<file path="config.mk">
export PLATFORM = sky130hd
export DESIGN_NAME = mec_decide
export DESIGN_NICKNAME = d
export VERILOG_FILES = /design/src/mec_pkg.sv /design/src/mec_decide.sv
export SDC_FILE = /design/constraint.sdc
export NUM_CORES = 1
export LEC_CHECK = 0
export ABC_AREA = 1
export BUFFER_PORTS_ARGS = -buffer_cell sky130_fd_sc_hd__buf_2
export CORE_UTILIZATION = 37
export DETAILED_ROUTE_END_ITERATION = 7
export GPL_TIMING_DRIVEN = 0
export PLACE_DENSITY = 0.6
export RECOVER_POWER = 100
export SETUP_SLACK_MARGIN = 0.3
export SLEW_MARGIN = 20
export SYNTH_ARGS = -nofsm -noshare
export SYNTH_HDL_FRONTEND = slang
export SYNTH_SLANG_ARGS = --single-unit
</file>
<file path="constraint.sdc">
create_clock -name clk -period 7.76 [get_ports clk]
set_clock_uncertainty 0.1 [all_clocks]
set_input_delay 1.552 -clock clk [delete_from_list [all_inputs] [get_ports clk]]
set_output_delay 1.552 -clock clk [all_outputs]
set_load 0.03 [all_outputs]
</file>
<file path="src/mec_pkg.sv">
// Package for the mesh edge classifier: field widths, stage payload types,
// register indexes and edge kind codes. No dependencies.
`default_nettype none

package mec_pkg;

  localparam int ID_W       = 16;
  localparam int FACE_W     = 16;
  localparam int NORM_W     = 16;
  localparam int POS_W      = 20;
  localparam int VIEW_W     = POS_W + 1;
  localparam int CC_W       = 16;
  localparam int CC_SHIFT   = 15;
  localparam int NPROD_W    = 2 * NORM_W;
  localparam int VPROD_W    = VIEW_W + NORM_W;
  localparam int NDOT_W     = NPROD_W + 2;
  localparam int VDOT_W     = VPROD_W + 2;
  localparam int KIND_W     = 2;
  localparam int CFG_IDX_W  = 3;
  localparam int CFG_DATA_W = 20;

  localparam logic [FACE_W-1:0] EMPTY_FACE_RESET = '1;

  typedef enum logic [KIND_W-1:0] {
    KIND_BOUNDARY   = 2'd0,
    KIND_CREASE     = 2'd1,
    KIND_SILHOUETTE = 2'd2
  } kind_t;

  typedef enum logic [CFG_IDX_W-1:0] {
    REG_EYE_X         = 3'd0,
    REG_EYE_Y         = 3'd1,
    REG_EYE_Z         = 3'd2,
    REG_CREASE_COSINE = 3'd3,
    REG_EMPTY_FACE    = 3'd4
  } reg_idx_t;

  // After the front stage: view vector formed, boundary test done.
  typedef struct packed {
    logic [ID_W-1:0]   id;
    logic              boundary;
    logic [NORM_W-1:0] na_x;
    logic [NORM_W-1:0] na_y;
    logic [NORM_W-1:0] na_z;
    logic [NORM_W-1:0] nb_x;
    logic [NORM_W-1:0] nb_y;
    logic [NORM_W-1:0] nb_z;
    logic [VIEW_W-1:0] view_x;
    logic [VIEW_W-1:0] view_y;
    logic [VIEW_W-1:0] view_z;
  } s1_t;

  // After the multiplier stage: all nine partial products.
  typedef struct packed {
    logic [ID_W-1:0]    id;
    logic               boundary;
    logic [NPROD_W-1:0] nn_x;
    logic [NPROD_W-1:0] nn_y;
    logic [NPROD_W-1:0] nn_z;
    logic [VPROD_W-1:0] va_x;
    logic [VPROD_W-1:0] va_y;
    logic [VPROD_W-1:0] va_z;
    logic [VPROD_W-1:0] vb_x;
    logic [VPROD_W-1:0] vb_y;
    logic [VPROD_W-1:0] vb_z;
  } s2_t;

  // After the adder stage: the three dot products.
  typedef struct packed {
    logic [ID_W-1:0]   id;
    logic              boundary;
    logic [NDOT_W-1:0] nd;
    logic [VDOT_W-1:0] d1;
    logic [VDOT_W-1:0] d2;
  } s3_t;

endpackage

`default_nettype wire

</file>
<file path="src/mec_decide.sv">
// Back end of the mesh edge classifier: sums the products into dot products,
// then tests crease and silhouette and fills the output register.
// Depends on mec_pkg.
`default_nettype none

module mec_decide (
  input  wire logic                         clk,
  input  wire logic                         rst,
  input  wire mec_pkg::s2_t                 s2,
  input  wire logic                         s2_valid,
  output logic                              s2_ready,
  input  wire logic signed [mec_pkg::CC_W-1:0] crease_cosine,
  output logic                              out_valid,
  input  wire logic                         out_ready,
  output logic [mec_pkg::ID_W-1:0]          found_edge_id,
  output logic [mec_pkg::KIND_W-1:0]        edge_kind
);

  mec_pkg::s3_t  s3;
  mec_pkg::s3_t  s3_next;
  logic          s3_valid;
  logic          s3_ready;

  logic signed [mec_pkg::NDOT_W-1:0] nd_sum;
  logic signed [mec_pkg::VDOT_W-1:0] d1_sum, d2_sum;
  logic signed [mec_pkg::NDOT_W-1:0] threshold;
  logic          crease;
  logic          silhouette;
  logic          keep;
  mec_pkg::kind_t kind_next;

  assign s2_ready = !s3_valid || s3_ready;
  assign s3_ready = !out_valid || out_ready;

  always_comb begin
    nd_sum = $signed(s2.nn_x) + $signed(s2.nn_y) + $signed(s2.nn_z);
    d1_sum = $signed(s2.va_x) + $signed(s2.va_y) + $signed(s2.va_z);
    d2_sum = $signed(s2.vb_x) + $signed(s2.vb_y) + $signed(s2.vb_z);

    s3_next          = s3;
    s3_next.id       = s2.id;
    s3_next.boundary = s2.boundary;
    s3_next.nd       = nd_sum;
    s3_next.d1       = d1_sum;
    s3_next.d2       = d2_sum;
  end

  always_ff @(posedge clk) begin
    if (rst) begin
      s3_valid <= 1'b0;
    end else if (s2_ready) begin
      s3_valid <= s2_valid;
    end
  end

  always_ff @(posedge clk) begin
    if (s2_ready && s2_valid) begin
      s3 <= s3_next;
    end
  end

  // The crease cosine is Q1.15 and the normal dot product Q4.30.
  assign threshold = {{(mec_pkg::NDOT_W - mec_pkg::CC_W - mec_pkg::CC_SHIFT)
                       {crease_cosine[mec_pkg::CC_W-1]}},
                      crease_cosine, {mec_pkg::CC_SHIFT{1'b0}}};

  always_comb begin
    crease     = $signed(s3.nd) <= threshold;
    // The product of the two signs is at most zero when either is zero or
    // the signs differ.
    silhouette = (s3.d1 == '0) || (s3.d2 == '0) ||
                 (s3.d1[mec_pkg::VDOT_W-1] != s3.d2[mec_pkg::VDOT_W-1]);
    keep       = s3.boundary || crease || silhouette;
    if (s3.boundary) begin
      kind_next = mec_pkg::KIND_BOUNDARY;
    end else if (crease) begin
      kind_next = mec_pkg::KIND_CREASE;
    end else begin
      kind_next = mec_pkg::KIND_SILHOUETTE;
    end
  end

  // Edges that match no test are dropped here and leave a bubble.
  always_ff @(posedge clk) begin
    if (rst) begin
      out_valid <= 1'b0;
    end else if (s3_ready) begin
      out_valid <= s3_valid && keep;
    end
  end

  always_ff @(posedge clk) begin
    if (s3_ready && s3_valid) begin
      found_edge_id <= s3.id;
      edge_kind     <= kind_next;
    end
  end

  a_boundary_first: assert property (@(posedge clk) disable iff (rst)
    (s3_valid && s3_ready && s3.boundary) |=>
      (out_valid && edge_kind == mec_pkg::KIND_BOUNDARY))
    else $error("boundary edge not emitted as boundary");

  a_zero_view_dot: assert property (@(posedge clk) disable iff (rst)
    (s3_valid && s3_ready && s3.d1 == '0) |=> out_valid)
    else $error("edge with zero view dot product was dropped");

  a_drop_needs_miss: assert property (@(posedge clk) disable iff (rst)
    (s3_valid && s3_ready && !s3.boundary && !crease && !silhouette) |=> !out_valid)
    else $error("edge matching no test was emitted");

endmodule

`default_nettype wire

</file>
==> run_summary.xml <==
<?xml version="1.0" encoding="UTF-8"?>
<metrics>
  <group name="outcome">
    <metric name="outcome" unit="">finished, violations left</metric>
    <metric name="violations" unit="">max-capacitance violations, max-slew violations</metric>
  </group>
  <group name="critical_path">
    <metric name="cell_seen_most_often_among_critical_path_stages" unit="">sky130_fd_sc_hd__nand2_1</metric>
    <metric name="cp_slowest_stage_delay" unit="ns">1.96</metric>
    <metric name="critPathBufInv" unit="">3</metric>
    <metric name="maximum_fanout_count_along_the_critical_path" unit="">71</metric>
    <metric name="critPathLaunchType" unit="">primary input</metric>
    <metric name="timing_worst_setup_path_type" unit="">in2reg</metric>
    <metric name="crit_family" unit="">buffers and inverters</metric>
    <metric name="worst_ep_required_time" unit="ns">7.78</metric>
    <metric name="crit_chain" unit="">buf_2, nor2_1, nand2_1, nand2_1, clkinvlp_2, buf_16</metric>
    <metric name="critPathSlowestCell" unit="">sky130_fd_sc_hd__clkinvlp_2</metric>
    <metric name="arrival" unit="ns">4.96</metric>
    <metric name="timing.critical_path.to_type" unit="">register</metric>
    <metric name="rrSetupSlack" unit="ns">3.67</metric>
  </group>
  <group name="synthesis">
    <metric name="asyncSetResetFlopFracSynth" unit="">0</metric>
    <metric name="mappedNetlistArea" unit="µm²">14200</metric>
    <metric name="syn_avg_cell_area" unit="µm²">9.11</metric>
    <metric name="synth_ff_type" unit="">sky130_fd_sc_hd__edfxtp_1</metric>
    <metric name="postSynthRegisterBits" unit="">149</metric>
    <metric name="synth_fp_nets" unit="">2147</metric>
    <metric name="synth-edff-count" unit="">147</metric>
    <metric name="postSynthCellCount" unit="">1558</metric>
    <metric name="yosysWarnings" unit="">0</metric>
    <metric name="synth_cell_types" unit="">51</metric>
    <metric name="synth_sequential_area_ratio" unit="">0.314</metric>
  </group>
  <group name="detailed_routing">
    <metric name="detail-route-antenna-nets" unit="">0</metric>
    <metric name="detail_route.vias_per_cell" unit="">4.88</metric>
    <metric name="wl" unit="mm">39.4</metric>
    <metric name="post_drt_wl_per_cell" unit="µm">15.9</metric>
    <metric name="dr.first_iter.drc_count" unit="">556</metric>
    <metric name="detail_route.drc_violations" unit="">0</metric>
    <metric name="vias" unit="">12072</metric>
    <metric name="drt_first_pass_iters" unit="">7</metric>
  </group>
  <group name="cells_and_area">
    <metric name="synthToLayoutAreaGrowth" unit="%">20.7</metric>
    <metric name="most_used_cells_in_the_layout_excluding_fill_and_tap_cells" unit="">338 x sky130_fd_sc_hd__buf_2, 284 x sky130_fd_sc_hd__nand2_1, 196 x sky130_fd_sc_hd__nor2_1</metric>
    <metric name="final_layout_size_suffix_gt1_frac" unit="">0.209</metric>
    <metric name="finalNetCount" unit="">2541</metric>
    <metric name="n_antenna_cell" unit="">0</metric>
    <metric name="most_common_cell_after_layout_fill_and_taps_aside" unit="">sky130_fd_sc_hd__buf_2</metric>
    <metric name="fill_cells" unit="">3876</metric>
  </group>
  <group name="floorplanning">
    <metric name="rows" unit="">71</metric>
    <metric name="floorplan.die.width" unit="µm">198</metric>
    <metric name="initial_core_util" unit="">0.377</metric>
    <metric name="chipHeight" unit="µm">198</metric>
    <metric name="pin_count" unit="">375</metric>
    <metric name="coreArea" unit="µm²">37700</metric>
    <metric name="floorplan.die_area" unit="µm²">39100</metric>
  </group>
  <group name="power">
    <metric name="pwr-share-comb" unit="">0.447</metric>
    <metric name="sw_frac_of_total" unit="">0.387</metric>
    <metric name="power.density" unit="nW/µm²">219</metric>
    <metric name="vdd.ir_drop.worst" unit="µV">124</metric>
    <metric name="reg_power_frac" unit="">0.319</metric>
    <metric name="cell_internal_power_dissipation" unit="µW">2300</metric>
    <metric name="clock_power_share" unit="">0.233</metric>
    <metric name="power_leakage" unit="µW">0.00764</metric>
    <metric name="total_switching_power" unit="µW">1450</metric>
  </group>
  <group name="clock_tree">
    <metric name="clk_latency" unit="ns">0.43</metric>
    <metric name="tritoncts" unit="">yes</metric>
    <metric name="cts_post_setup_buffers_inserted" unit="">0</metric>
    <metric name="cts.root.buffer_cell" unit="">sky130_fd_sc_hd__clkbuf_16</metric>
    <metric name="postCtsHoldBufs" unit="">0</metric>
    <metric name="cts.clk_slew.worst_paths" unit="ns">0.06</metric>
    <metric name="clock_path_buffers" unit="">2</metric>
    <metric name="post_cts_resized" unit="">0</metric>
    <metric name="cts.sink_count" unit="">149</metric>
    <metric name="htree_levels" unit="">4</metric>
    <metric name="cts_buffers" unit="">17</metric>
  </group>
  <group name="sta">
    <metric name="rsz0062_at_grt" unit="">false</metric>
    <metric name="setup-violations-final" unit="">0</metric>
    <metric name="drv_slew" unit="">59</metric>
    <metric name="setup_slack" unit="ns">2.83</metric>
    <metric name="timing.final.hold_violations" unit="">0</metric>
    <metric name="achievable-frequency" unit="GHz">0.203</metric>
    <metric name="max-slew-margin-rel" unit="">-0.745</metric>
    <metric name="timing.final.crit_period" unit="ns">4.93</metric>
    <metric name="finalSetupTns" unit="ns">0</metric>
    <metric name="tightestPinTransition" unit="ns">2.60</metric>
    <metric name="fin_crit_sh" unit="">0.636</metric>
  </group>
  <group name="global_routing">
    <metric name="first_global_vias" unit="">12379</metric>
    <metric name="initial_antenna_violation_count" unit="">0</metric>
    <metric name="global_route_wire_length_before_repair" unit="mm">61.4</metric>
    <metric name="largest_net_degree_at_the_start_of_global_routing" unit="">72</metric>
    <metric name="track_usage" unit="">0.204</metric>
    <metric name="grt_overflow" unit="">0</metric>
  </group>
  <group name="flow_run">
    <metric name="drv_cap" unit="">2</metric>
  </group>
  <group name="place">
    <metric name="total_half_perimeter_wirelength_after_legalization_and_detailed_placement" unit="mm">34.8</metric>
    <metric name="placement.io_buffers" unit="">374</metric>
    <metric name="dp_worst_setup_slack" unit="ns">2.96</metric>
    <metric name="globalplace.congestion" unit="">0.907</metric>
  </group>
  <group name="worst_hold_path">
    <metric name="worstHoldPathType" unit="">reg2reg</metric>
  </group>
</metrics>
worst reg2reg max path, delay by kind of cell (launching register included):
kind                   cells  cell delay, ns
flip-flops                 1            0.34
buffers and inverters      3            2.89
AND/OR/NAND/NOR            3            0.39
kinds of logic after synthesis:
logic type               after synthesis  synth area share
AO/OA/AOI/OAI                        292             0.127
XOR/XNOR                              96            0.0593
adder cells (fa/ha/maj)              234             0.264
buffers and inverters                171            0.0463
flip-flops                           149             0.314
AND/OR/NAND/NOR                      616             0.189
registers in the layout, indices dropped and copies added (netlist names):
name           count
s3               129
found_edge_id     16
edge_kind          2
out_valid          1
s3_valid           1
metrics by stage:
stage | hold WS (ns) | utilization | instance area [µm²] | cells | power, µW
6_report | 0.319 | 0.455 | 17100 | 2476 | 3750
5_1_grt | 0.330 | 0.455 | 17100 | 2476 | 4040
4_1_cts | 0.320 | 0.461 | 17400 | 2476 | 3830
3_5_place_dp | 0.306 | 0.444 | 16700 | 2444 | 2940
3_3_place_gp | 0.300 | 0.443 | 16700 | 2443 | 2930
2_1_floorplan | 0.300 | - | 14200 | 1558 | 2390
cell usage after synthesis (3+ instances only):
cell                        count  area (µm²)
sky130_fd_sc_hd__nand2_1      281        1050
sky130_fd_sc_hd__nor2_1       195         732
sky130_fd_sc_hd__inv_1        157         589
sky130_fd_sc_hd__edfxtp_1     147        4410
sky130_fd_sc_hd__a21oi_1      138         691
sky130_fd_sc_hd__ha_1         125        1560
sky130_fd_sc_hd__fa_1         109        2180
sky130_fd_sc_hd__nand3_1       58         290
sky130_fd_sc_hd__xor2_1        57         499
sky130_fd_sc_hd__o21ai_0       48         240
sky130_fd_sc_hd__xnor2_1       39         342
sky130_fd_sc_hd__nand4_1       21         131
sky130_fd_sc_hd__a21o_1        20         150
sky130_fd_sc_hd__nor3_1        15        75.1
sky130_fd_sc_hd__inv_2         12        45.0
sky130_fd_sc_hd__nor2_2        11        68.8
sky130_fd_sc_hd__o21bai_1      11        82.6
sky130_fd_sc_hd__a31oi_1       10        62.6
sky130_fd_sc_hd__o21a_1        10        75.1
sky130_fd_sc_hd__a21oi_2        8        70.1
sky130_fd_sc_hd__o21ai_1        8        40.0
sky130_fd_sc_hd__a21boi_0       7        52.6
sky130_fd_sc_hd__nand2_2        7        43.8
sky130_fd_sc_hd__o21ai_2        7        61.3
sky130_fd_sc_hd__nand3b_1       6        45.0
sky130_fd_sc_hd__nor4_1         4        25.0
sky130_fd_sc_hd__a21boi_2       3        33.8
sky130_fd_sc_hd__a21boi_4       3        56.3
sky130_fd_sc_hd__nand3_2        3        30.0
sky130_fd_sc_hd__o2111ai_1      3        26.3
final timing paths:
path                                        startpoint                    endpoint  cells past startpoint
worst max-delay path                         out_ready            s3[39]$_DFFE_PP_                      6
worst min register to register       s3[117]$_DFFE_PP_  found_edge_id[4]$_DFFE_PP_                      0
worst max register to register  out_valid$_SDFFE_PP0P_            s3[39]$_DFFE_PP_                      6
worst min-delay path                 s3[117]$_DFFE_PP_  found_edge_id[4]$_DFFE_PP_                      0
power by group through the flow:
stage               Sequential (µW)  Combinational [µW]  Clock, µW
detailed placement             1220                1730          0
finish                         1200                1680        876
global route                   1220                1900        932
CTS                            1200                1740        896
floorplan                      1220                1180          0
global placement               1210                1720          0
routing by layer:
| metal | GRT usage | share of wire | up-vias |
|---|---|---|---|
| li1 | - | - | 6083 |
| met1 | 0.252 | 0.43 | 5620 |
| met2 | 0.374 | 0.51 | 327 |
| met3 | 0.0203 | 0.038 | 42 |
| met4 | 0.0612 | 0.019 | 0 |
| met5 | 0 | 0 | - |
area by class of cell:
class                           count  area, µm²  area share
Sequential cell                   149       4450       0.260
Multi-Input combinational cell   1238       8920       0.521
Buffer                              2       7.51    0.000438
Inverter                          169        636      0.0371
Timing Repair Buffer              375       1850       0.108
Clock buffer                       17        425      0.0248
Clock inverter                     15        191      0.0112
Tap cell                          511        639      0.0373
No activity file was read; power rests on OpenSTA's default activity.
