[src/mec_pkg.sv]
// Package for the mesh edge classifier: field widths, stage payload types,
// register indexes and edge kind codes. No dependencies.
`default_nettype none

package mec_pkg;

  localparam int ID_W       = 16;
  localparam int FACE_W     = 16;
  localparam int NORM_W     = 16;
  localparam int POS_W      = 20;
  localparam int VIEW_W     = POS_W + 1;
  localparam int CC_W       = 16;
  localparam int CC_SHIFT   = 15;
  localparam int NPROD_W    = 2 * NORM_W;
  localparam int VPROD_W    = VIEW_W + NORM_W;
  localparam int NDOT_W     = NPROD_W + 2;
  localparam int VDOT_W     = VPROD_W + 2;
  localparam int KIND_W     = 2;
  localparam int CFG_IDX_W  = 3;
  localparam int CFG_DATA_W = 20;

  localparam logic [FACE_W-1:0] EMPTY_FACE_RESET = '1;

  typedef enum logic [KIND_W-1:0] {
    KIND_BOUNDARY   = 2'd0,
    KIND_CREASE     = 2'd1,
    KIND_SILHOUETTE = 2'd2
  } kind_t;

  typedef enum logic [CFG_IDX_W-1:0] {
    REG_EYE_X         = 3'd0,
    REG_EYE_Y         = 3'd1,
    REG_EYE_Z         = 3'd2,
    REG_CREASE_COSINE = 3'd3,
    REG_EMPTY_FACE    = 3'd4
  } reg_idx_t;

  // After the front stage: view vector formed, boundary test done.
  typedef struct packed {
    logic [ID_W-1:0]   id;
    logic              boundary;
    logic [NORM_W-1:0] na_x;
    logic [NORM_W-1:0] na_y;
    logic [NORM_W-1:0] na_z;
    logic [NORM_W-1:0] nb_x;
    logic [NORM_W-1:0] nb_y;
    logic [NORM_W-1:0] nb_z;
    logic [VIEW_W-1:0] view_x;
    logic [VIEW_W-1:0] view_y;
    logic [VIEW_W-1:0] view_z;
  } s1_t;

  // After the multiplier stage: all nine partial products.
  typedef struct packed {
    logic [ID_W-1:0]    id;
    logic               boundary;
    logic [NPROD_W-1:0] nn_x;
    logic [NPROD_W-1:0] nn_y;
    logic [NPROD_W-1:0] nn_z;
    logic [VPROD_W-1:0] va_x;
    logic [VPROD_W-1:0] va_y;
    logic [VPROD_W-1:0] va_z;
    logic [VPROD_W-1:0] vb_x;
    logic [VPROD_W-1:0] vb_y;
    logic [VPROD_W-1:0] vb_z;
  } s2_t;

  // After the adder stage: the three dot products.
  typedef struct packed {
    logic [ID_W-1:0]   id;
    logic              boundary;
    logic [NDOT_W-1:0] nd;
    logic [VDOT_W-1:0] d1;
    logic [VDOT_W-1:0] d2;
  } s3_t;

endpackage

`default_nettype wire

[src/mec_front.sv]
// Front stage of the mesh edge classifier: registers the input transaction,
// forms the view vector and runs the boundary test. Depends on mec_pkg.
`default_nettype none

module mec_front (
  input  wire logic                           clk,
  input  wire logic                           rst,
  input  wire logic                           in_valid,
  output logic                                in_ready,
  input  wire logic [mec_pkg::ID_W-1:0]       edge_id,
  input  wire logic [mec_pkg::FACE_W-1:0]     face_a_index,
  input  wire logic [mec_pkg::FACE_W-1:0]     face_b_index,
  input  wire logic signed [mec_pkg::NORM_W-1:0] normal_a_x,
  input  wire logic signed [mec_pkg::NORM_W-1:0] normal_a_y,
  input  wire logic signed [mec_pkg::NORM_W-1:0] normal_a_z,
  input  wire logic signed [mec_pkg::NORM_W-1:0] normal_b_x,
  input  wire logic signed [mec_pkg::NORM_W-1:0] normal_b_y,
  input  wire logic signed [mec_pkg::NORM_W-1:0] normal_b_z,
  input  wire logic signed [mec_pkg::POS_W-1:0]  edge_vertex_x,
  input  wire logic signed [mec_pkg::POS_W-1:0]  edge_vertex_y,
  input  wire logic signed [mec_pkg::POS_W-1:0]  edge_vertex_z,
  input  wire logic signed [mec_pkg::POS_W-1:0]  eye_x,
  input  wire logic signed [mec_pkg::POS_W-1:0]  eye_y,
  input  wire logic signed [mec_pkg::POS_W-1:0]  eye_z,
  input  wire logic [mec_pkg::FACE_W-1:0]     empty_face_code,
  output mec_pkg::s1_t                        s1,
  output logic                                s1_valid,
  input  wire logic                           s1_ready
);

  mec_pkg::s1_t s1_next;

  assign in_ready = !s1_valid || s1_ready;

  always_comb begin
    s1_next          = s1;
    s1_next.id       = edge_id;
    s1_next.boundary = (face_a_index == face_b_index) ||
                       (face_a_index == empty_face_code) ||
                       (face_b_index == empty_face_code);
    s1_next.na_x     = normal_a_x;
    s1_next.na_y     = normal_a_y;
    s1_next.na_z     = normal_a_z;
    s1_next.nb_x     = normal_b_x;
    s1_next.nb_y     = normal_b_y;
    s1_next.nb_z     = normal_b_z;
    s1_next.view_x   = mec_pkg::VIEW_W'(eye_x) - mec_pkg::VIEW_W'(edge_vertex_x);
    s1_next.view_y   = mec_pkg::VIEW_W'(eye_y) - mec_pkg::VIEW_W'(edge_vertex_y);
    s1_next.view_z   = mec_pkg::VIEW_W'(eye_z) - mec_pkg::VIEW_W'(edge_vertex_z);
  end

  always_ff @(posedge clk) begin
    if (rst) begin
      s1_valid <= 1'b0;
    end else if (in_ready) begin
      s1_valid <= in_valid;
    end
  end

  always_ff @(posedge clk) begin
    if (in_ready && in_valid) begin
      s1 <= s1_next;
    end
  end

endmodule

`default_nettype wire

[config.mk]
export PLATFORM = sky130hd
export DESIGN_NAME = mec_front
export DESIGN_NICKNAME = d
export VERILOG_FILES = /design/src/mec_pkg.sv /design/src/mec_front.sv
export SDC_FILE = /design/constraint.sdc
export NUM_CORES = 1
export LEC_CHECK = 0
export BUFFER_PORTS_ARGS = -buffer_cell sky130_fd_sc_hd__buf_2
export CORE_MARGIN = 2
export CORE_UTILIZATION = 30
export CTS_BUF_LIST = sky130_fd_sc_hd__clkbuf_16
export CTS_CLUSTER_SIZE = 25
export DETAILED_ROUTE_END_ITERATION = 6
export GPL_TIMING_DRIVEN = 0
export PLACE_DENSITY_LB_ADDON = 0.15
export SLEW_MARGIN = 20
export SYNTH_ARGS = -nofsm -noshare
export SYNTH_HDL_FRONTEND = slang
export SYNTH_SLANG_ARGS = --single-unit
export TNS_END_PERCENT = 100
[constraint.sdc]
create_clock -name clk -period 8.8 [get_ports clk]
set_input_delay 1.76 -clock clk [delete_from_list [all_inputs] [get_ports clk]]
set_output_delay 1.76 -clock clk [all_outputs]
set_load 0.05 [all_outputs]
==> flow_summary.html, run 1 <==
<table>
<tr><th>Metric</th><th>Value</th></tr>
<tr><th colspan="2">Run status</th></tr>
<tr><td>Result of the run</td><td>completed</td></tr>
<tr><th colspan="2">Setup path</th></tr>
<tr><td>Reg2Reg Capture Point</td><td>s1[52]</td></tr>
<tr><td>Critical Path Most Common Cell</td><td>sky130_fd_sc_hd__buf_2</td></tr>
<tr><td>Worst R2R Path Depth</td><td>4</td></tr>
<tr><td>Capture point of the worst path</td><td>in_ready</td></tr>
<tr><td>Kind of critical path</td><td>in2out</td></tr>
<tr><td>Cell type group with the largest total delay on the critical path</td><td>buffers and inverters</td></tr>
<tr><td>Slowest-stage cell, CP</td><td>sky130_fd_sc_hd__buf_2</td></tr>
<tr><td>Worst reg-to-reg setup slack</td><td>about 7 ns</td></tr>
<tr><td>Critical path depth</td><td>3</td></tr>
<tr><td>Arr. time, crit path</td><td>about 2.3 ns</td></tr>
<tr><td>Critical path launch point</td><td>s1_ready</td></tr>
<tr><td>Biggest cell delay along the critical path</td><td>0.30 ns</td></tr>
<tr><td>Category of the worst setup path launch point</td><td>input pin</td></tr>
<tr><td>Worst path required time</td><td>7.04 ns</td></tr>
<tr><td>Buffering stage count on the worst path with inverters included</td><td>2</td></tr>
<tr><td>Type of destination of the critical path</td><td>output port</td></tr>
<tr><td>Maximum net fanout on the critical path</td><td>3</td></tr>
<tr><td>Reg-to-reg critical path startpoint</td><td>s1_valid</td></tr>
<tr><td>Crit path cell chain</td><td>buf_2 -&gt; nand2b_1 -&gt; buf_2</td></tr>
<tr><th colspan="2">Yosys</th></tr>
<tr><td>Dominant synthesized flop cell</td><td>sky130_fd_sc_hd__edfxtp_1</td></tr>
<tr><td>Flip-flop and latch count after synthesis</td><td>between 150 and 200</td></tr>
<tr><td>Number of warnings issued by yosys</td><td>0</td></tr>
<tr><td>Sequential-to-total area share from yosys stat</td><td>57.4%</td></tr>
<tr><td>Total nets after synthesis</td><td>~1100</td></tr>
<tr><td>Number of different library cells in the post-synthesis netlist</td><td>59</td></tr>
<tr><td>Count of mapped cells out of synthesis</td><td>approximately 760</td></tr>
<tr><td>Synthesized area per cell</td><td>roughly 12 µm²</td></tr>
<tr><td>Async set-reset flop share out of synthesis</td><td>0%</td></tr>
<tr><td>Number of enable-type register cells in the synthesized netlist</td><td>~180</td></tr>
<tr><td>Combined area of all synthesized cells</td><td>roughly 0.0092 mm²</td></tr>
<tr><th colspan="2">Die</th></tr>
<tr><td>Row count</td><td>64</td></tr>
<tr><td>Placeable core region</td><td>approximately 0.031 mm²</td></tr>
<tr><td>Initial standard-cell utilization of the core</td><td>between 30 and 40%</td></tr>
<tr><td>Vertical die dimension</td><td>about 180 µm</td></tr>
<tr><td>Die Outline Area</td><td>roughly 0.032 mm²</td></tr>
<tr><td>Width of the chip</td><td>~180 µm</td></tr>
<tr><td>Io pins</td><td>462</td></tr>
<tr><th colspan="2">Cells and area</th></tr>
<tr><td>Nets</td><td>1590</td></tr>
<tr><td>Most frequent cells in the layout</td><td>sky130_fd_sc_hd__buf_2, sky130_fd_sc_hd__edfxtp_1, sky130_fd_sc_hd__inv_1</td></tr>
<tr><td>Most common cell after layout, fill and taps aside</td><td>sky130_fd_sc_hd__buf_2</td></tr>
<tr><td>Share of layout cells above drive strength 1</td><td>slightly above 40%</td></tr>
<tr><td>Area grow syn2layout</td><td>37.7%</td></tr>
<tr><th colspan="2">Clock network</th></tr>
<tr><td>Library cell used as clock root buffer</td><td>sky130_fd_sc_hd__clkbuf_16</td></tr>
<tr><td>Clk slew on worst S/H paths</td><td>around 0.08 ns</td></tr>
<tr><td>Postcts setup bufs</td><td>0</td></tr>
<tr><td>Clock latency on the worst-skew pair</td><td>roughly 0.45 ns</td></tr>
<tr><td>Post-cts resize count</td><td>0</td></tr>
<tr><td>Number of buffers created by CTS</td><td>17</td></tr>
<tr><td>Hold-fix buffers, CTS</td><td>0</td></tr>
<tr><td>Clock sinks</td><td>roughly 180</td></tr>
<tr><td>Clock tree from TritonCTS</td><td>yes</td></tr>
<tr><td>Number of buffers on the longest clock path</td><td>2</td></tr>
<tr><td>Maximum level of the CTS H-tree</td><td>4</td></tr>
<tr><th colspan="2">Routing</th></tr>
<tr><td>Detailed-routing iteration count for the pre-antenna-repair pass</td><td>6</td></tr>
<tr><td>Routed met2 length</td><td>12.8 mm</td></tr>
<tr><td>Detailed-route DRC error count</td><td>0</td></tr>
<tr><td>Iteration-0 DRC Markers</td><td>around 430</td></tr>
<tr><td>Routed via count divided by cell count</td><td>roughly 4.6</td></tr>
<tr><td>Vias post-DR</td><td>between 7000 and 8000</td></tr>
<tr><td>Average detailed-routed wire length per instance</td><td>16.1 µm</td></tr>
<tr><td>Top layer in use</td><td>met5</td></tr>
<tr><td>Routed wire length</td><td>26.5 mm</td></tr>
<tr><td>Routed length on met3</td><td>2.19 mm</td></tr>
<tr><td>Total routed wire length on the met1 layer</td><td>approximately 11 mm</td></tr>
<tr><td>Number of nets with antenna violations after detailed routing</td><td>0</td></tr>
<tr><th colspan="2">Global routing</th></tr>
<tr><td>Initial antenna violation count</td><td>7</td></tr>
<tr><td>Total Routing Usage GR</td><td>between 10% and 20%</td></tr>
<tr><td>First-pass GRT wire length</td><td>between 40 and 50 mm</td></tr>
<tr><td>Vias in the first global route</td><td>7584</td></tr>
<tr><td>Pin count of the biggest net entering global routing</td><td>46</td></tr>
<tr><td>Final global-route overflow total</td><td>0</td></tr>
<tr><th colspan="2">STA</th></tr>
<tr><td>Final cycle utilization of the critical path</td><td>between 40% and 50%</td></tr>
<tr><td>Count of final setup violators</td><td>0</td></tr>
<tr><td>Number of hold violations in the final report</td><td>0</td></tr>
<tr><td>Unrepaired setup endpoints after global routing</td><td>false</td></tr>
<tr><td>Maximum clock skew at final layout</td><td>about 0.014 ns</td></tr>
<tr><td>Achievable Freq</td><td>around 0.25 GHz</td></tr>
<tr><td>Pin slew with the least headroom to its limit</td><td>between 0.5 and 0.6 ns</td></tr>
<tr><td>Setup total negative slack</td><td>0 ns</td></tr>
<tr><td>Number of slew-limit violations in the final report</td><td>0</td></tr>
<tr><td>Max-slew headroom</td><td>62.5%</td></tr>
<tr><td>Post-layout min period</td><td>around 4.0 ns</td></tr>
<tr><th colspan="2">Pwr</th></tr>
<tr><td>Pwr per Cell Area</td><td>approximately 200 mW/mm²</td></tr>
<tr><td>Leakage Power</td><td>about 5.9 nW</td></tr>
<tr><td>Total power draw</td><td>between 0.002 and 0.0025 W</td></tr>
<tr><td>Worst IR Drop VDD</td><td>about 0.12 mV</td></tr>
<tr><th colspan="2">Place</th></tr>
<tr><td>Last weighted congestion value of the routability-driven placer</td><td>0.855</td></tr>
<tr><td>Port Buf Inserts</td><td>between 400 and 500</td></tr>
<tr><td>Dpl hpwl</td><td>about 22 mm</td></tr>
<tr><th colspan="2">Run</th></tr>
<tr><td>Count of max-cap constraint violations</td><td>0</td></tr>
<tr><th colspan="2">Worst hold path</th></tr>
<tr><td>Min-delay worst type</td><td>reg2reg</td></tr>
</table>
## sequential cells by signal, summed over array words and instances, names as in the netlist
signal    count
s1_valid      1
s1          176
## cell usage after synthesis, drive strengths merged (11+ instances only)
master | count | area share (%)
a21o | 18 | 1.5
a21oi | 59 | 3.3
edfxtp | 176 | 57
ha | 60 | 8.1
inv | 82 | 3.3
nand2 | 35 | 1.4
nand2b | 13 | 0.88
nor2 | 39 | 1.6
nor2b | 11 | 0.74
nor4 | 15 | 1.0
o21ai | 30 | 1.6
xnor2 | 22 | 2.1
xor2 | 62 | 5.9
## per-layer routing
layer	vias up	GRT usage, %
li1	3780	-
met1	3455	19.1
met2	311	28.0
met3	41	5.77
met4	8	6.41
met5	-	0
## final cells by class
type | count | area [µm²]
sequential | 177 | 5310
fill | 3075 | 17800
buffer | 7 | 26.3
antenna | 1 | 2.50
timing repair buffer | 465 | 2390
clock buffer | 17 | 425
inverter | 82 | 308
clock inverter | 15 | 163
tap | 396 | 495
multi-input combinational | 493 | 3610
## where the power goes
| group | internal [W] | switching [W] | total [W] |
|---|---|---|---|
| clock network | 0.000405 | 0.000377 | 0.000782 |
| registers | 0.00102 | 0.0000153 | 0.00103 |
| logic | 0.000208 | 0.000467 | 0.000675 |
| total | 0.00163 | 0.000859 | 0.00249 |
## worst min-delay path by stage
| stage | startpoint | to | slack, ns | cells past startpoint |
|---|---|---|---|---|
| floorplan | s1_valid | s1_valid | 1.11 | 2 |
| global placement | s1_valid | s1_valid | 0.49 | 2 |
| detailed placement | s1_valid | s1_valid | 0.55 | 2 |
| CTS | s1_valid | s1_valid | 0.56 | 2 |
| global route | s1_valid | s1_valid | 0.57 | 2 |
| finish | s1_valid | s1_valid | 0.55 | 2 |
## per-stage QoR
stage,utilization (%),setup WS [ns],cells,hold WS (ns),instance area [µm²]
after global routing,41.7,4.66,1653,0.574,12700
after detailed placement,39.8,4.41,1620,0.548,12100
after global placement,39.5,0.0988,1616,0.493,12100
final,41.7,4.77,1653,0.546,12700
after CTS,41.7,4.76,1652,0.560,12700
after floorplan,-,1.93,759,1.11,9250
## kinds of logic after synthesis
group                    share of synthesized area, %
buffers and inverters                            3.61
multiplexers                                    0.338
AND/OR/NAND/NOR                                  8.90
adder cells (fa/ha/maj)                          8.77
AO/OA/AOI/OAI                                    13.1
flip-flops                                       57.4
XOR/XNOR                                         7.96
## worst reg2reg max path, cell delays in order, from the launching register on
cell and delay, ns:
sky130_fd_sc_hd__dfxtp_1 0.32, sky130_fd_sc_hd__nand2b_1 0.11, sky130_fd_sc_hd__and2_4 0.43, sky130_fd_sc_hd__buf_12 0.28, sky130_fd_sc_hd__buf_12 0.28
(Power assumes the default switching activity.)
==> run 2, diff against run 1 <==
--- a/config.mk
+++ b/config.mk
@@ -5,6 +5,7 @@
 export SDC_FILE = /design/constraint.sdc
 export NUM_CORES = 1
 export LEC_CHECK = 0
+export ABC_AREA = 1
 export BUFFER_PORTS_ARGS = -buffer_cell sky130_fd_sc_hd__buf_2
 export CORE_MARGIN = 2
 export CORE_UTILIZATION = 30
==> constraint.sdc (replaced) <==
create_clock -name clk -period 3.32 [get_ports clk]
set_input_delay 0.664 -clock clk [delete_from_list [all_inputs] [get_ports clk]]
set_output_delay 0.664 -clock clk [all_outputs]
set_load 0.05 [all_outputs]
==> run 2 against run 1 <==
  * Worst hold slack got worse by 0.17 ns
  * Wire length rose by 22%
  * Total power rose to 2.7 times the previous value
  * Synthesized cell count rose by 50%
  * Non-clock buffer count fell by 1
  * Critical path depth rose by 5
  * Worst setup slack got worse by 3.6 ns
  * Sequential power rose to 2.7 times the previous value
  * Final cell count rose by 26%
==> flow_summary.html, run 2 <==
<table>
<tr><th>Metric</th><th>Value</th></tr>
<tr><th colspan="2">Clock network</th></tr>
<tr><td>Hold-fix buffers, CTS</td><td>0</td></tr>
<tr><td>Clock sinks</td><td>between 150 and 200</td></tr>
<tr><td>Post-cts resize count</td><td>0</td></tr>
<tr><td>Maximum level of the CTS H-tree</td><td>4</td></tr>
<tr><td>Number of buffers created by CTS</td><td>17</td></tr>
<tr><td>Clock latency on the worst-skew pair</td><td>between 0.4 and 0.5 ns</td></tr>
<tr><td>Number of buffers on the longest clock path</td><td>2</td></tr>
<tr><td>Library cell used as clock root buffer</td><td>sky130_fd_sc_hd__clkbuf_16</td></tr>
<tr><td>Postcts setup bufs</td><td>0</td></tr>
<tr><td>Clock tree from TritonCTS</td><td>yes</td></tr>
<tr><td>Clk slew on worst S/H paths</td><td>0.07 ns</td></tr>
<tr><th colspan="2">Die</th></tr>
<tr><td>Row count</td><td>67</td></tr>
<tr><td>Placeable core region</td><td>between 0.03 and 0.04 mm²</td></tr>
<tr><td>Vertical die dimension</td><td>between 150 and 200 µm</td></tr>
<tr><td>Io pins</td><td>462</td></tr>
<tr><td>Width of the chip</td><td>roughly 190 µm</td></tr>
<tr><td>Die Outline Area</td><td>roughly 0.035 mm²</td></tr>
<tr><td>Initial standard-cell utilization of the core</td><td>a little under a third</td></tr>
<tr><th colspan="2">Yosys</th></tr>
<tr><td>Number of different library cells in the post-synthesis netlist</td><td>25</td></tr>
<tr><td>Most common library cells after synthesis</td><td>sky130_fd_sc_hd__nand2_1, sky130_fd_sc_hd__inv_1, sky130_fd_sc_hd__edfxtp_1, sky130_fd_sc_hd__nor2_1, sky130_fd_sc_hd__nand3_1</td></tr>
<tr><td>Area share of the leading cell type in the synthesized netlist</td><td>around half</td></tr>
<tr><td>Dominant cell type by area after synthesis</td><td>sky130_fd_sc_hd__edfxtp_1</td></tr>
<tr><td>Top area cells in the synthesized netlist</td><td>sky130_fd_sc_hd__edfxtp_1, sky130_fd_sc_hd__nand2_1, sky130_fd_sc_hd__inv_1, sky130_fd_sc_hd__ha_1, sky130_fd_sc_hd__xor2_1</td></tr>
<tr><td>Combined area of all synthesized cells</td><td>about 0.010 mm²</td></tr>
<tr><td>Dominant synthesized flop cell</td><td>sky130_fd_sc_hd__edfxtp_1</td></tr>
<tr><td>Number of enable-type register cells in the synthesized netlist</td><td>~180</td></tr>
<tr><td>Count of mapped cells out of synthesis</td><td>approximately 1100</td></tr>
<tr><td>Flip-flop and latch count after synthesis</td><td>roughly 180</td></tr>
<tr><td>Async set-reset flop share out of synthesis</td><td>0%</td></tr>
<tr><td>Sequential-to-total area share from yosys stat</td><td>52.2%</td></tr>
<tr><td>Most frequent cell after synthesis</td><td>sky130_fd_sc_hd__nand2_1</td></tr>
<tr><td>Number of warnings issued by yosys</td><td>0</td></tr>
<tr><td>Synthesized area per cell</td><td>approximately 9.0 µm²</td></tr>
<tr><td>Total nets after synthesis</td><td>approximately 1500</td></tr>
<tr><th colspan="2">Routing</th></tr>
<tr><td>Average detailed-routed wire length per instance</td><td>approximately 16 µm</td></tr>
<tr><td>Detailed-routing iteration count for the pre-antenna-repair pass</td><td>5</td></tr>
<tr><td>Routed wire length</td><td>between 30 and 40 mm</td></tr>
<tr><td>Number of nets with antenna violations after detailed routing</td><td>0</td></tr>
<tr><td>Detailed-route DRC error count</td><td>0</td></tr>
<tr><td>Iteration-0 DRC Markers</td><td>between 300 and 400</td></tr>
<tr><td>Routed via count divided by cell count</td><td>roughly 4.3</td></tr>
<tr><td>Vias post-DR</td><td>roughly 9000</td></tr>
<tr><th colspan="2">STA</th></tr>
<tr><td>Final cycle utilization of the critical path</td><td>65.3%</td></tr>
<tr><td>Number of slew-limit violations in the final report</td><td>0</td></tr>
<tr><td>Unrepaired setup endpoints after global routing</td><td>false</td></tr>
<tr><td>Post-layout min period</td><td>between 2 and 2.5 ns</td></tr>
<tr><td>Worst hold slack across all endpoints</td><td>around 0.37 ns</td></tr>
<tr><td>Maximum clock skew at final layout</td><td>approximately 0.0084 ns</td></tr>
<tr><td>Pin slew with the least headroom to its limit</td><td>approximately 0.55 ns</td></tr>
<tr><td>Count of final setup violators</td><td>0</td></tr>
<tr><td>Setup total negative slack</td><td>0 ns</td></tr>
<tr><td>Max-slew headroom</td><td>approximately 63%</td></tr>
<tr><td>Final Worst Setup Slack</td><td>around 1.2 ns</td></tr>
<tr><td>Achievable Freq</td><td>around 0.46 GHz</td></tr>
<tr><td>Number of hold violations in the final report</td><td>0</td></tr>
<tr><th colspan="2">Cells and area</th></tr>
<tr><td>Nets</td><td>just under 2000</td></tr>
<tr><td>Total non-filler cell area in the finished layout</td><td>about 0.014 mm²</td></tr>
<tr><td>Most common cell after layout, fill and taps aside</td><td>sky130_fd_sc_hd__buf_2</td></tr>
<tr><td>Share of layout cells above drive strength 1</td><td>about a third</td></tr>
<tr><td>Biggest registers after layout</td><td>s1: 176 flops, s1_valid: 1 flops</td></tr>
<tr><td>Most frequent cells in the layout</td><td>sky130_fd_sc_hd__buf_2, sky130_fd_sc_hd__nand2_1, sky130_fd_sc_hd__inv_1</td></tr>
<tr><td>Number of flip-flops in the largest register</td><td>~180</td></tr>
<tr><td>Area grow syn2layout</td><td>36.6%</td></tr>
<tr><td>Largest register by flop count</td><td>s1</td></tr>
<tr><th colspan="2">Global routing</th></tr>
<tr><td>First-pass GRT wire length</td><td>about 49 mm</td></tr>
<tr><td>Final global-route overflow total</td><td>0</td></tr>
<tr><td>Pin count of the biggest net entering global routing</td><td>25</td></tr>
<tr><td>Total Routing Usage GR</td><td>a little under a fifth</td></tr>
<tr><td>Initial antenna violation count</td><td>10</td></tr>
<tr><td>Vias in the first global route</td><td>just under 9000</td></tr>
<tr><th colspan="2">Pwr</th></tr>
<tr><td>Pwr per Cell Area</td><td>~480 mW/mm²</td></tr>
<tr><td>Total power draw</td><td>approximately 0.0067 W</td></tr>
<tr><td>Leakage Power</td><td>roughly 7 nW</td></tr>
<tr><td>Worst IR Drop VDD</td><td>0.338 mV</td></tr>
<tr><th colspan="2">Setup path</th></tr>
<tr><td>Worst R2R Path Depth</td><td>6</td></tr>
<tr><td>Worst path required time</td><td>between 3 and 4 ns</td></tr>
<tr><td>Reg2Reg Capture Point</td><td>s1[39]</td></tr>
<tr><td>Arr. time, crit path</td><td>roughly 2.3 ns</td></tr>
<tr><td>Category of the worst setup path launch point</td><td>input pin</td></tr>
<tr><td>Worst reg-to-reg setup slack</td><td>roughly 1.2 ns</td></tr>
<tr><td>Kind of critical path</td><td>in2reg</td></tr>
<tr><td>Type of destination of the critical path</td><td>flip-flop</td></tr>
<tr><td>Reg-to-reg critical path startpoint</td><td>s1_valid</td></tr>
<tr><td>Maximum net fanout on the critical path</td><td>24</td></tr>
<tr><th colspan="2">Run</th></tr>
<tr><td>Count of max-cap constraint violations</td><td>0</td></tr>
<tr><th colspan="2">Place</th></tr>
<tr><td>Port Buf Inserts</td><td>around 460</td></tr>
<tr><td>Post-DP Area</td><td>0.0133 mm²</td></tr>
<tr><td>Dpl hpwl</td><td>27.7 mm</td></tr>
<tr><td>Post-Place Setup Slack</td><td>a little under 0.7 ns</td></tr>
<tr><td>Last weighted congestion value of the routability-driven placer</td><td>roughly 0.84</td></tr>
<tr><th colspan="2">Run status</th></tr>
<tr><td>Result of the run</td><td>completed</td></tr>
<tr><th colspan="2">Worst hold path</th></tr>
<tr><td>Worst Min Path Start</td><td>rst</td></tr>
<tr><td>Min-delay worst type</td><td>in2reg</td></tr>
<tr><td>Hold Path Depth</td><td>2</td></tr>
<tr><td>Hold endpoint</td><td>s1_valid</td></tr>
</table>
## run 2: worst max-delay path by stage
stage | startpoint | end | slack (ns) | depth (start not counted)
after floorplan | s1_ready | s1[0] | -0.69 | 2
after global placement | s1_ready | s1[54] | -2.37 | 3
after detailed placement | s1_ready | s1[25] | 0.67 | 8
after CTS | s1_ready | s1[33] | 1.17 | 8
after global routing | s1_ready | s1[39] | 1.08 | 8
final | s1_ready | s1[39] | 1.15 | 8
## run 2: logic make-up (layout without fill, tap and decap cells)
family / Yosys count / after routing / synth area share [%]
simple gates: 555 / 555 / 22.9
buf+inv: 215 / 718 / 7.94
flops: 177 / 177 / 52.2
xor+xnor: 69 / 69 / 5.95
fa+ha+maj: 63 / 63 / 7.98
compound gates: 56 / 56 / 3.05
other cells: 0 / 1 / 0
## run 2: stage by stage
step	utilization, %	instances
after floorplan	-	1135
after global placement	39.0	2044
after detailed placement	39.8	2054
after CTS	41.5	2086
after global routing	41.5	2086
final	41.5	2087
## run 2: layer usage
metal	vias up	global-route usage, %	routed length, µm
li1	4607	-	-
met1	4035	21.2	13200
met2	355	32.5	16100
met3	42	5.02	2490
met4	8	5.57	629
met5	-	0	51
## run 2: area by class of cell
type / count / area (µm²)
clock inverter: 15 / 134
multi-input combinational: 743 / 4060
sequential: 177 / 5310
antenna: 1 / 2.50
fill: 3455 / 19600
tap: 448 / 561
timing repair buffer: 471 / 2570
clock buffer: 17 / 425
inverter: 215 / 820
## run 2: where the power goes
group / total, W / switching (W) / internal, W
registers: 0.00274 / 0.0000425 / 0.00269
logic: 0.00194 / 0.00136 / 0.000578
clock network: 0.00199 / 0.000946 / 0.00104
total: 0.00666 / 0.00235 / 0.00432
## run 2: worst max-delay path, stage by stage
cell	delay, ns
sky130_fd_sc_hd__buf_2	0.16
sky130_fd_sc_hd__inv_12	0.04
sky130_fd_sc_hd__a21oi_4	0.46
sky130_fd_sc_hd__buf_16	0.23
sky130_fd_sc_hd__buf_16	0.19
sky130_fd_sc_hd__buf_16	0.18
sky130_fd_sc_hd__buf_16	0.19
sky130_fd_sc_hd__buf_8	0.18
